==> src/rtl/ptw_pkg.sv <==
// Shared types and constants for the four-level page table walker.
// Holds payload structs, operation/status codes and the microcode word layout.
// No dependencies.
`default_nettype none

package ptw_pkg;

	// Table geometry and address slicing
	localparam int ENTRIES_PER_TABLE = 512;
	localparam int IDX_W             = 9;
	localparam int VA_W              = 48;
	localparam int PA_W              = 52;
	localparam int PN_W              = 40;
	localparam int FLAG_W            = 12;

	// Entry flag bits and flag patterns
	localparam int BIT_PRESENT = 0;
	localparam int BIT_HUGE    = 7;
	localparam logic [FLAG_W-1:0] LINK_FLAGS   = 12'h007;
	localparam logic [FLAG_W-1:0] LEAF_PRESENT = 12'h001;
	localparam logic [FLAG_W-1:0] LEAF_HUGE    = 12'h080;

	typedef enum logic [1:0] {
		OP_TRANSLATE,
		OP_MAP_4K,
		OP_MAP_2M,
		OP_UNMAP_4K
	} op_t;

	typedef enum logic [2:0] {
		ST_OK,
		ST_MISALIGNED,
		ST_NOT_MAPPED,
		ST_NO_FRAMES,
		ST_BAD_WALK
	} status_t;

	typedef struct packed {
		logic [1:0]        operation;
		logic [VA_W-1:0]   virt_addr;
		logic [PA_W-1:0]   phys_addr;
		logic [FLAG_W-1:0] page_flags;
	} req_t;

	typedef struct packed {
		logic [2:0]      status;
		logic [PA_W-1:0] phys_result;
		logic            flush_valid;
	} rsp_t;

	// Outcome of evaluating one table entry
	typedef enum logic [3:0] {
		DEC_GO,
		DEC_DESCEND,
		DEC_ALLOC,
		DEC_LEAF,
		DEC_WLEAF,
		DEC_UNMAP,
		DEC_NM,
		DEC_BAD,
		DEC_NOFR,
		DEC_MIS
	} dec_t;

	// Microcode fields
	typedef enum logic [1:0] {
		ACT_LATCH,
		ACT_APPLY,
		ACT_EVAL,
		ACT_EMIT
	} act_t;

	typedef enum logic [1:0] {
		SEQ_WAIT_IN,
		SEQ_BR_TERM,
		SEQ_JUMP,
		SEQ_WAIT_OUT
	} seq_t;

	typedef logic [1:0] upc_t;

	localparam upc_t UPC_IDLE  = 2'd0;
	localparam upc_t UPC_APPLY = 2'd1;
	localparam upc_t UPC_EVAL  = 2'd2;
	localparam upc_t UPC_EMIT  = 2'd3;

	typedef struct packed {
		act_t act;
		seq_t seq;
		upc_t target;
	} uword_t;

	// Datapath conditions seen by the sequencer
	typedef struct packed {
		logic start;
		logic out_free;
		logic term;
	} seq_flags_t;

endpackage

`default_nettype wire

==> src/rtl/ptw_dpath.sv <==
// Walk datapath: request latch, entry evaluation, store writes, frame
// counter, base register and output register. Depends on ptw_pkg.
`default_nettype none

module ptw_dpath #(
	parameter int FRAMES = 64,
	localparam int FW = $clog2(FRAMES),
	localparam int AW = FW + ptw_pkg::IDX_W
) (
	input  wire logic                 clk,
	input  wire logic                 arst_n,
	input  wire ptw_pkg::act_t        act,
	output ptw_pkg::seq_flags_t       flags,
	input  wire logic                 in_valid,
	output logic                      in_ready,
	input  wire ptw_pkg::req_t        in_data,
	output logic                      out_valid,
	input  wire logic                 out_ready,
	output ptw_pkg::rsp_t             out_data,
	input  wire logic                 cfg_we,
	input  wire logic [51:0]          cfg_wdata,
	input  wire logic                 mem_busy,
	output logic                      rd_en,
	output logic [AW-1:0]             rd_addr,
	input  wire logic [63:0]          rd_data,
	output logic                      wr_en,
	output logic [AW-1:0]             wr_addr,
	output logic [63:0]               wr_data
);
	import ptw_pkg::*;

	localparam int NW = $clog2(FRAMES + 1);

	// Request and walk registers
	op_t               op_q;
	logic [VA_W-1:0]   virt_q;
	logic [PA_W-1:0]   phys_q;
	logic [FLAG_W-1:0] flags_q;
	logic [FW-1:0]     frame_q;
	logic [FW-1:0]     child_q;
	logic [1:0]        level_q;
	dec_t              dec_q;
	logic [PA_W-1:0]   leaf_q;
	logic [NW-1:0]     nff_q;
	logic [PN_W-1:0]   base_pn_q;
	status_t           st_q;
	logic [PA_W-1:0]   pres_q;
	logic              fl_q;
	rsp_t              out_q;
	logic              out_valid_q;

	// Combinational
	logic            start;
	logic            out_free;
	logic            misaligned;
	logic            term;
	logic            present;
	logic            huge;
	logic [PN_W-1:0] e_pn;
	logic [PN_W-1:0] diff;
	logic            in_range;
	logic            frames_left;
	logic            is_map;
	logic [1:0]      tgt_level;
	dec_t            eval_dec;
	logic [PA_W-1:0] eval_leaf;
	logic [FW-1:0]   rd_frame;
	logic [1:0]      rd_level;
	logic [PN_W-1:0] link_pn;

	// 9-bit table index for a level
	function automatic logic [IDX_W-1:0] idx_of(logic [VA_W-1:0] va, logic [1:0] lvl);
		logic [IDX_W-1:0] r;
		case (lvl)
			2'd0:    r = va[47:39];
			2'd1:    r = va[38:30];
			2'd2:    r = va[29:21];
			default: r = va[20:12];
		endcase
		return r;
	endfunction

	// Handshake and sequencer conditions
	assign in_ready = (act == ACT_LATCH) && !mem_busy;
	assign start    = in_valid && in_ready;
	assign out_free = !out_valid_q || out_ready;
	assign term     = (dec_q != DEC_GO) && (dec_q != DEC_DESCEND) && (dec_q != DEC_ALLOC);
	assign flags    = '{start: start, out_free: out_free, term: term};

	// Alignment check on the incoming request
	always_comb begin
		case (op_t'(in_data.operation))
			OP_MAP_4K: misaligned = |(in_data.virt_addr[11:0] | in_data.phys_addr[11:0]);
			OP_MAP_2M: misaligned = |(in_data.virt_addr[20:0] | in_data.phys_addr[20:0]);
			default:   misaligned = 1'b0;
		endcase
	end

	// Evaluate the entry read at the current level
	always_comb begin
		present     = rd_data[BIT_PRESENT];
		huge        = rd_data[BIT_HUGE];
		e_pn        = rd_data[51:12];
		diff        = e_pn - base_pn_q;
		in_range    = (e_pn >= base_pn_q) && (diff < PN_W'(FRAMES));
		frames_left = nff_q < NW'(FRAMES);
		is_map      = (op_q == OP_MAP_4K) || (op_q == OP_MAP_2M);
		tgt_level   = (op_q == OP_MAP_2M) ? 2'd2 : 2'd3;

		if (is_map && (level_q == tgt_level)) begin
			eval_dec = DEC_WLEAF;
		end else if ((op_q == OP_UNMAP_4K) && (level_q == 2'd3)) begin
			eval_dec = present ? DEC_UNMAP : DEC_NM;
		end else if ((op_q == OP_TRANSLATE) && (level_q == 2'd3)) begin
			eval_dec = present ? DEC_LEAF : DEC_NM;
		end else if (!present) begin
			if (is_map) eval_dec = frames_left ? DEC_ALLOC : DEC_NOFR;
			else        eval_dec = DEC_NM;
		end else if (huge) begin
			eval_dec = ((op_q == OP_TRANSLATE) && (level_q != 2'd0)) ? DEC_LEAF : DEC_BAD;
		end else if (!in_range) begin
			eval_dec = DEC_BAD;
		end else begin
			eval_dec = DEC_DESCEND;
		end

		case (level_q)
			2'd1:    eval_leaf = {rd_data[51:30], virt_q[29:0]};
			2'd2:    eval_leaf = {rd_data[51:21], virt_q[20:0]};
			2'd3:    eval_leaf = {rd_data[51:12], virt_q[11:0]};
			default: eval_leaf = '0;
		endcase
	end

	// Store accesses issued by the apply step
	always_comb begin
		link_pn  = base_pn_q + PN_W'(nff_q);
		rd_en    = 1'b0;
		wr_en    = 1'b0;
		wr_addr  = {frame_q, idx_of(virt_q, level_q)};
		wr_data  = '0;
		case (dec_q)
			DEC_DESCEND: rd_frame = child_q;
			DEC_ALLOC:   rd_frame = nff_q[FW-1:0];
			default:     rd_frame = frame_q;
		endcase
		rd_level = (dec_q == DEC_GO) ? level_q : level_q + 2'd1;
		rd_addr  = {rd_frame, idx_of(virt_q, rd_level)};
		if (act == ACT_APPLY) begin
			case (dec_q)
				DEC_GO, DEC_DESCEND: begin
					rd_en = 1'b1;
				end
				DEC_ALLOC: begin
					rd_en   = 1'b1;
					wr_en   = 1'b1;
					wr_data = {12'h000, link_pn, LINK_FLAGS};
				end
				DEC_WLEAF: begin
					wr_en = 1'b1;
					if (op_q == OP_MAP_2M) begin
						wr_data = {12'h000, phys_q[51:21], 9'h000,
							flags_q | LEAF_PRESENT | LEAF_HUGE};
					end else begin
						wr_data = {12'h000, phys_q[51:12], flags_q | LEAF_PRESENT};
					end
				end
				DEC_UNMAP: begin
					wr_en = 1'b1;
				end
				default: begin
				end
			endcase
		end
	end

	// Control registers: base, frame counter, output valid
	always_ff @(posedge clk or negedge arst_n) begin
		if (!arst_n) begin
			base_pn_q   <= PN_W'(40'h100);
			nff_q       <= NW'(1);
			out_valid_q <= 1'b0;
		end else begin
			if (cfg_we) begin
				base_pn_q <= cfg_wdata[51:12];
			end
			if ((act == ACT_APPLY) && (dec_q == DEC_ALLOC)) begin
				nff_q <= nff_q + NW'(1);
			end
			if ((act == ACT_EMIT) && out_free) begin
				out_valid_q <= 1'b1;
			end else if (out_ready) begin
				out_valid_q <= 1'b0;
			end
		end
	end

	// Walk and result registers
	always_ff @(posedge clk) begin
		case (act)
			ACT_LATCH: begin
				if (start) begin
					op_q    <= op_t'(in_data.operation);
					virt_q  <= in_data.virt_addr;
					phys_q  <= in_data.phys_addr;
					flags_q <= in_data.page_flags;
					frame_q <= '0;
					level_q <= 2'd0;
					dec_q   <= misaligned ? DEC_MIS : DEC_GO;
				end
			end
			ACT_EVAL: begin
				dec_q   <= eval_dec;
				child_q <= diff[FW-1:0];
				leaf_q  <= eval_leaf;
			end
			ACT_APPLY: begin
				pres_q <= '0;
				fl_q   <= 1'b0;
				case (dec_q)
					DEC_DESCEND: begin
						frame_q <= child_q;
						level_q <= level_q + 2'd1;
					end
					DEC_ALLOC: begin
						frame_q <= nff_q[FW-1:0];
						level_q <= level_q + 2'd1;
					end
					DEC_LEAF: begin
						st_q   <= ST_OK;
						pres_q <= leaf_q;
					end
					DEC_WLEAF, DEC_UNMAP: begin
						st_q <= ST_OK;
						fl_q <= 1'b1;
					end
					DEC_NM:   st_q <= ST_NOT_MAPPED;
					DEC_BAD:  st_q <= ST_BAD_WALK;
					DEC_NOFR: st_q <= ST_NO_FRAMES;
					DEC_MIS:  st_q <= ST_MISALIGNED;
					default: begin
					end
				endcase
			end
			ACT_EMIT: begin
				if (out_free) begin
					out_q <= '{status: st_q, phys_result: pres_q, flush_valid: fl_q};
				end
			end
			default: begin
			end
		endcase
	end

	assign out_valid = out_valid_q;
	assign out_data  = out_q;

	// The last level always ends the walk
	a_last_level_term: assert property (@(posedge clk) disable iff (!arst_n)
		(act == ACT_EVAL) && (level_q == 2'd3) |=>
		(dec_q != DEC_GO) && (dec_q != DEC_DESCEND) && (dec_q != DEC_ALLOC))
		else $error("walk continued past the page table level");

	// Allocation only while frames remain
	a_alloc_in_range: assert property (@(posedge clk) disable iff (!arst_n)
		(act == ACT_APPLY) && (dec_q == DEC_ALLOC) |-> (nff_q < NW'(FRAMES)))
		else $error("table frame allocated beyond the store");

	// The frame counter never moves back
	a_nff_monotonic: assert property (@(posedge clk) disable iff (!arst_n)
		1'b1 |=> (nff_q >= $past(nff_q)))
		else $error("free frame counter decreased");

	// A flush goes with success and no translated address
	a_flush_ok: assert property (@(posedge clk) disable iff (!arst_n)
		out_valid_q && out_q.flush_valid |->
		(out_q.status == ST_OK) && (out_q.phys_result == '0))
		else $error("flush raised on a failed or translate transaction");

endmodule

`default_nettype wire
==> config.mk <==
export PLATFORM = sky130hd
export DESIGN_NAME = ptw_dpath
export DESIGN_NICKNAME = d
export VERILOG_FILES = /design/src/rtl/ptw_pkg.sv /design/src/rtl/ptw_dpath.sv
export SDC_FILE = /design/constraint.sdc
export NUM_CORES = 1
export LEC_CHECK = 0
export ABC_CLOCK_PERIOD_IN_PS = 10000
export BUFFER_PORTS_ARGS = -buffer_cell sky130_fd_sc_hd__clkbuf_2
export CAP_MARGIN = 20
export CELL_PAD_IN_SITES_DETAIL_PLACEMENT = 0
export CELL_PAD_IN_SITES_GLOBAL_PLACEMENT = 1
export CORE_ASPECT_RATIO = 1.25
export CORE_UTILIZATION = 47
export CTS_BUF_LIST = sky130_fd_sc_hd__clkbuf_4
export DETAILED_ROUTE_END_ITERATION = 10
export PLACE_DENSITY = 0.85
export REMOVE_ABC_BUFFERS = 1
export SYNTH_ARGS = -nofsm -noshare
export SYNTH_HDL_FRONTEND = slang
export SYNTH_SLANG_ARGS = --single-unit
export TNS_END_PERCENT = 20
==> constraint.sdc <==
create_clock -name clk -period 10 [get_ports clk]
set_input_delay 1 -clock clk [delete_from_list [all_inputs] [get_ports clk]]
set_output_delay 1 -clock clk [all_outputs]
set_load 0.005 [all_outputs]
==> impl_metrics.env <==
export IMPL_max_freq_mhz=201
export IMPL_rsz0062_at_grt="no"
export IMPL_overflow=0
export IMPL_final_hold_viol_count=0
export IMPL_final_setup_skew_ns=0.0365
export IMPL_cp_slowest_cell="a21oi_1"
export IMPL_grt_max_degree=80
export IMPL_design_power_total_mw=3.27
export IMPL_synth_most_common_cell="edfxtp_1"
export IMPL_place_ws_ns=4.99
export IMPL_drive_above_1_share_pct=27.7
export IMPL_crit_arrival_ns=3.98
export IMPL_synth_top_cell_area_share_pct=50.6
export IMPL_critical_path_max_stage_delay_ns=0.70
export IMPL_clock_latency_ns=0.76
export IMPL_hpwlAfterDp_mm=33.8
export IMPL_fp_dieArea_um2=36500
export IMPL_yosys_top_cells_count="edfxtp_1 (283), nand2_1 (150), o21ai_0 (113)"
export IMPL_coreArea_um2=35300
export IMPL_leakagePower_nw=8.19
export IMPL_crit_top_cell="a21oi_1"
export IMPL_htree_levels=3
export IMPL_ys_ff_latch=331
export IMPL_wl_per_cell_um=18.7
export IMPL_synth_warnings=0
export IMPL_setup_tns_ns=0
export IMPL_synthToLayoutAreaGrowth_pct=19.2
export IMPL_grt_pass1_wl_mm=66.8
export IMPL_dp_cells=2244
export IMPL_slew_viol_final=0
export IMPL_die_w_um=171
export IMPL_synth_edff_count=283
export IMPL_synth_area_leader_cell="edfxtp_1"
export IMPL_row_count=77
export IMPL_tritoncts="built"
export IMPL_critPathLaunchType="register"
export IMPL_endpoint_kind="output port"
export IMPL_period_needed_ns=4.98
export IMPL_postCtsHoldBufs=0
export IMPL_drt_initial_drc_count=936
export IMPL_ant_nets=0
export IMPL_drv_cap=0
export IMPL_antenna_found_initial=5
export IMPL_path_cells="ha_1 > a21o_1 > a21oi_1 > o21bai_1 > a21oi_1 > o21bai_1 > a21oi_1 > nor4_2 > clkbuf_4 > nand3_1 > xnor2_1 > o21ai_0 > clkbuf_2"
export IMPL_hold_path_class="input port to asynchronous set/reset pin"
export IMPL_ys_top_cells_by_area="edfxtp_1 (51%), dfrtp_1 (6.9%), ha_1 (4.2%)"
export IMPL_drc=0
export IMPL_ios=395
export IMPL_final_period_utilization_pct=49.8
export IMPL_powerDensity_nw_per_um2=163
export IMPL_path_max_fanout=9
export IMPL_cts_buffer_depth=3
export IMPL_ctsResizeCount=0
export IMPL_irDropWorstVdd_mv=0.0912
export IMPL_vias_per_cell=5.45
export IMPL_cts_made_buffers=80
export IMPL_ys_seq_area_share_pct=57.8
export IMPL_routabilityCongestion=0.881
export IMPL_fin_nets=2152
export IMPL_final_cell_count_no_fill=2391
export IMPL_setup_slack_ns=5.02
export IMPL_synth_flop_cell="edfxtp_1"
export IMPL_finalWirelength_mm=44.8
export IMPL_synthCells=1481
export IMPL_io_buffers=347
export IMPL_finalHoldWorstSlack_ns=0.355
export IMPL_grt_pass1_vias=12300
export IMPL_postSynth_asyncResetShare_pct=14.5
export IMPL_post_dp_cell_area_um2=18900
export IMPL_initial_core_util_pct=47.6
export IMPL_grt_total_usage_pct=24.5
export IMPL_crit_required_ns=9.00
export IMPL_synth_cell_types=73
export IMPL_num_vias=13000
export IMPL_finalInstanceArea_um2=20000
export IMPL_drt_pass1_iter_count=6
export IMPL_clk_pin_slew_ns=0.07
export IMPL_tightest_slew_ns=1.10
export IMPL_utilization_pct=56.7
export IMPL_max_slew_margin_pct=26.0
export IMPL_path_class="register to output port"
export IMPL_root_buffer="clkbuf_4"
export IMPL_outcome="completed"
export IMPL_dieHeight_um=213
export IMPL_post_cts_buffers=0
export IMPL_synth_area_per_cell_um2=11.3
export IMPL_setup_viol=0
export IMPL_synth_area_um2=16800
export IMPL_cts_sinks=331
[cell usage in the layout (no fill, tap or decap), types with 29 or more instances in the layout]
cell type / netlist / routed
a21oi_1: 57 / 57
a22oi_1: 29 / 29
and2_1: 109 / 109
clkbuf_2: 2 / 347
clkbuf_4: 0 / 120
dfrtp_1: 46 / 46
edfxtp_1: 283 / 283
ha_1: 57 / 57
inv_1: 76 / 74
nand2_1: 150 / 150
nand3_1: 32 / 32
nor2_1: 87 / 85
o21ai_0: 113 / 113
xnor2_1: 52 / 52
[power breakdown]
part / switching [mW] / internal [mW]
clock: 0.525 / 0.597
combinational: 0.333 / 0.209
sequential: 0.0345 / 1.57
total: 0.893 / 2.38
[logic make-up after synthesis]
kind of cell / Yosys count / synth area share [%]
AOI/OAI and AO/OA: 330 / 12.8
xor gates and xnor gates: 65 / 3.39
adders and majority gates: 59 / 4.49
buffers and inverters: 160 / 4.00
DFF: 331 / 57.8
muxes: 24 / 2.12
other: 1 / 0.0223
and+or+nand+nor: 511 / 15.3
[final timing paths]
check | cells after the start | to | slack [ns] | startpoint
min in group clk | 1 | phys_q[28] | 0.40 | in_data[40]
worst max register to register | 12 | dec_q[1] | 5.64 | base_pn_q[7]
max in group asynchronous | 2 | base_pn_q[38] | 9.08 | arst_n
worst min-delay path | 2 | base_pn_q[1] | 0.36 | arst_n
worst min register to register | 0 | out_data[24] | 0.41 | pres_q[23]
worst max-delay path | 13 | wr_data[49] | 5.02 | nff_q[1]
[sequential cells by signal, summed over array words and instances, names as in the netlist]
register and cells:
pres_q 52, flags_q 11, base_pn_q 40, fl_q 1
nff_q 7, st_q 3, child_q 6, out_valid 1
op_q 2, level_q 2, frame_q 6, out_data 56
phys_q 40, virt_q 48, dec_q 4, leaf_q 52
[per-layer routing]
layer	GRT usage, %	vias up	part of all wire [%]
li1	-	6212	-
met1	30.5	6176	42
met2	41.4	538	49
met3	5.04	93	6.2
met4	10.3	4	3.0
met5	0	-	0.060
[layout make-up]
class | count | area, µm²
Timing Repair Buffer | 365 | 1890
Clock buffer | 119 | 893
Tap cell | 474 | 593
Inverter | 76 | 288
Fill cell | 3117 | 15300
Sequential cell | 331 | 9700
Clock inverter | 21 | 148
Multi-Input combinational cell | 1001 | 6480
Antenna cell | 4 | 10.0
[worst max-delay path: cells and delay by family, from the launching register on]
family,cells,cell delay (ns)
compound gates,7,1.70
simple gates,2,0.23
flops,1,0.48
fa+ha+maj,1,0.33
xor+xnor,1,0.07
buf+inv,2,0.39
Note: power is estimated with default switching activity, not from simulation.
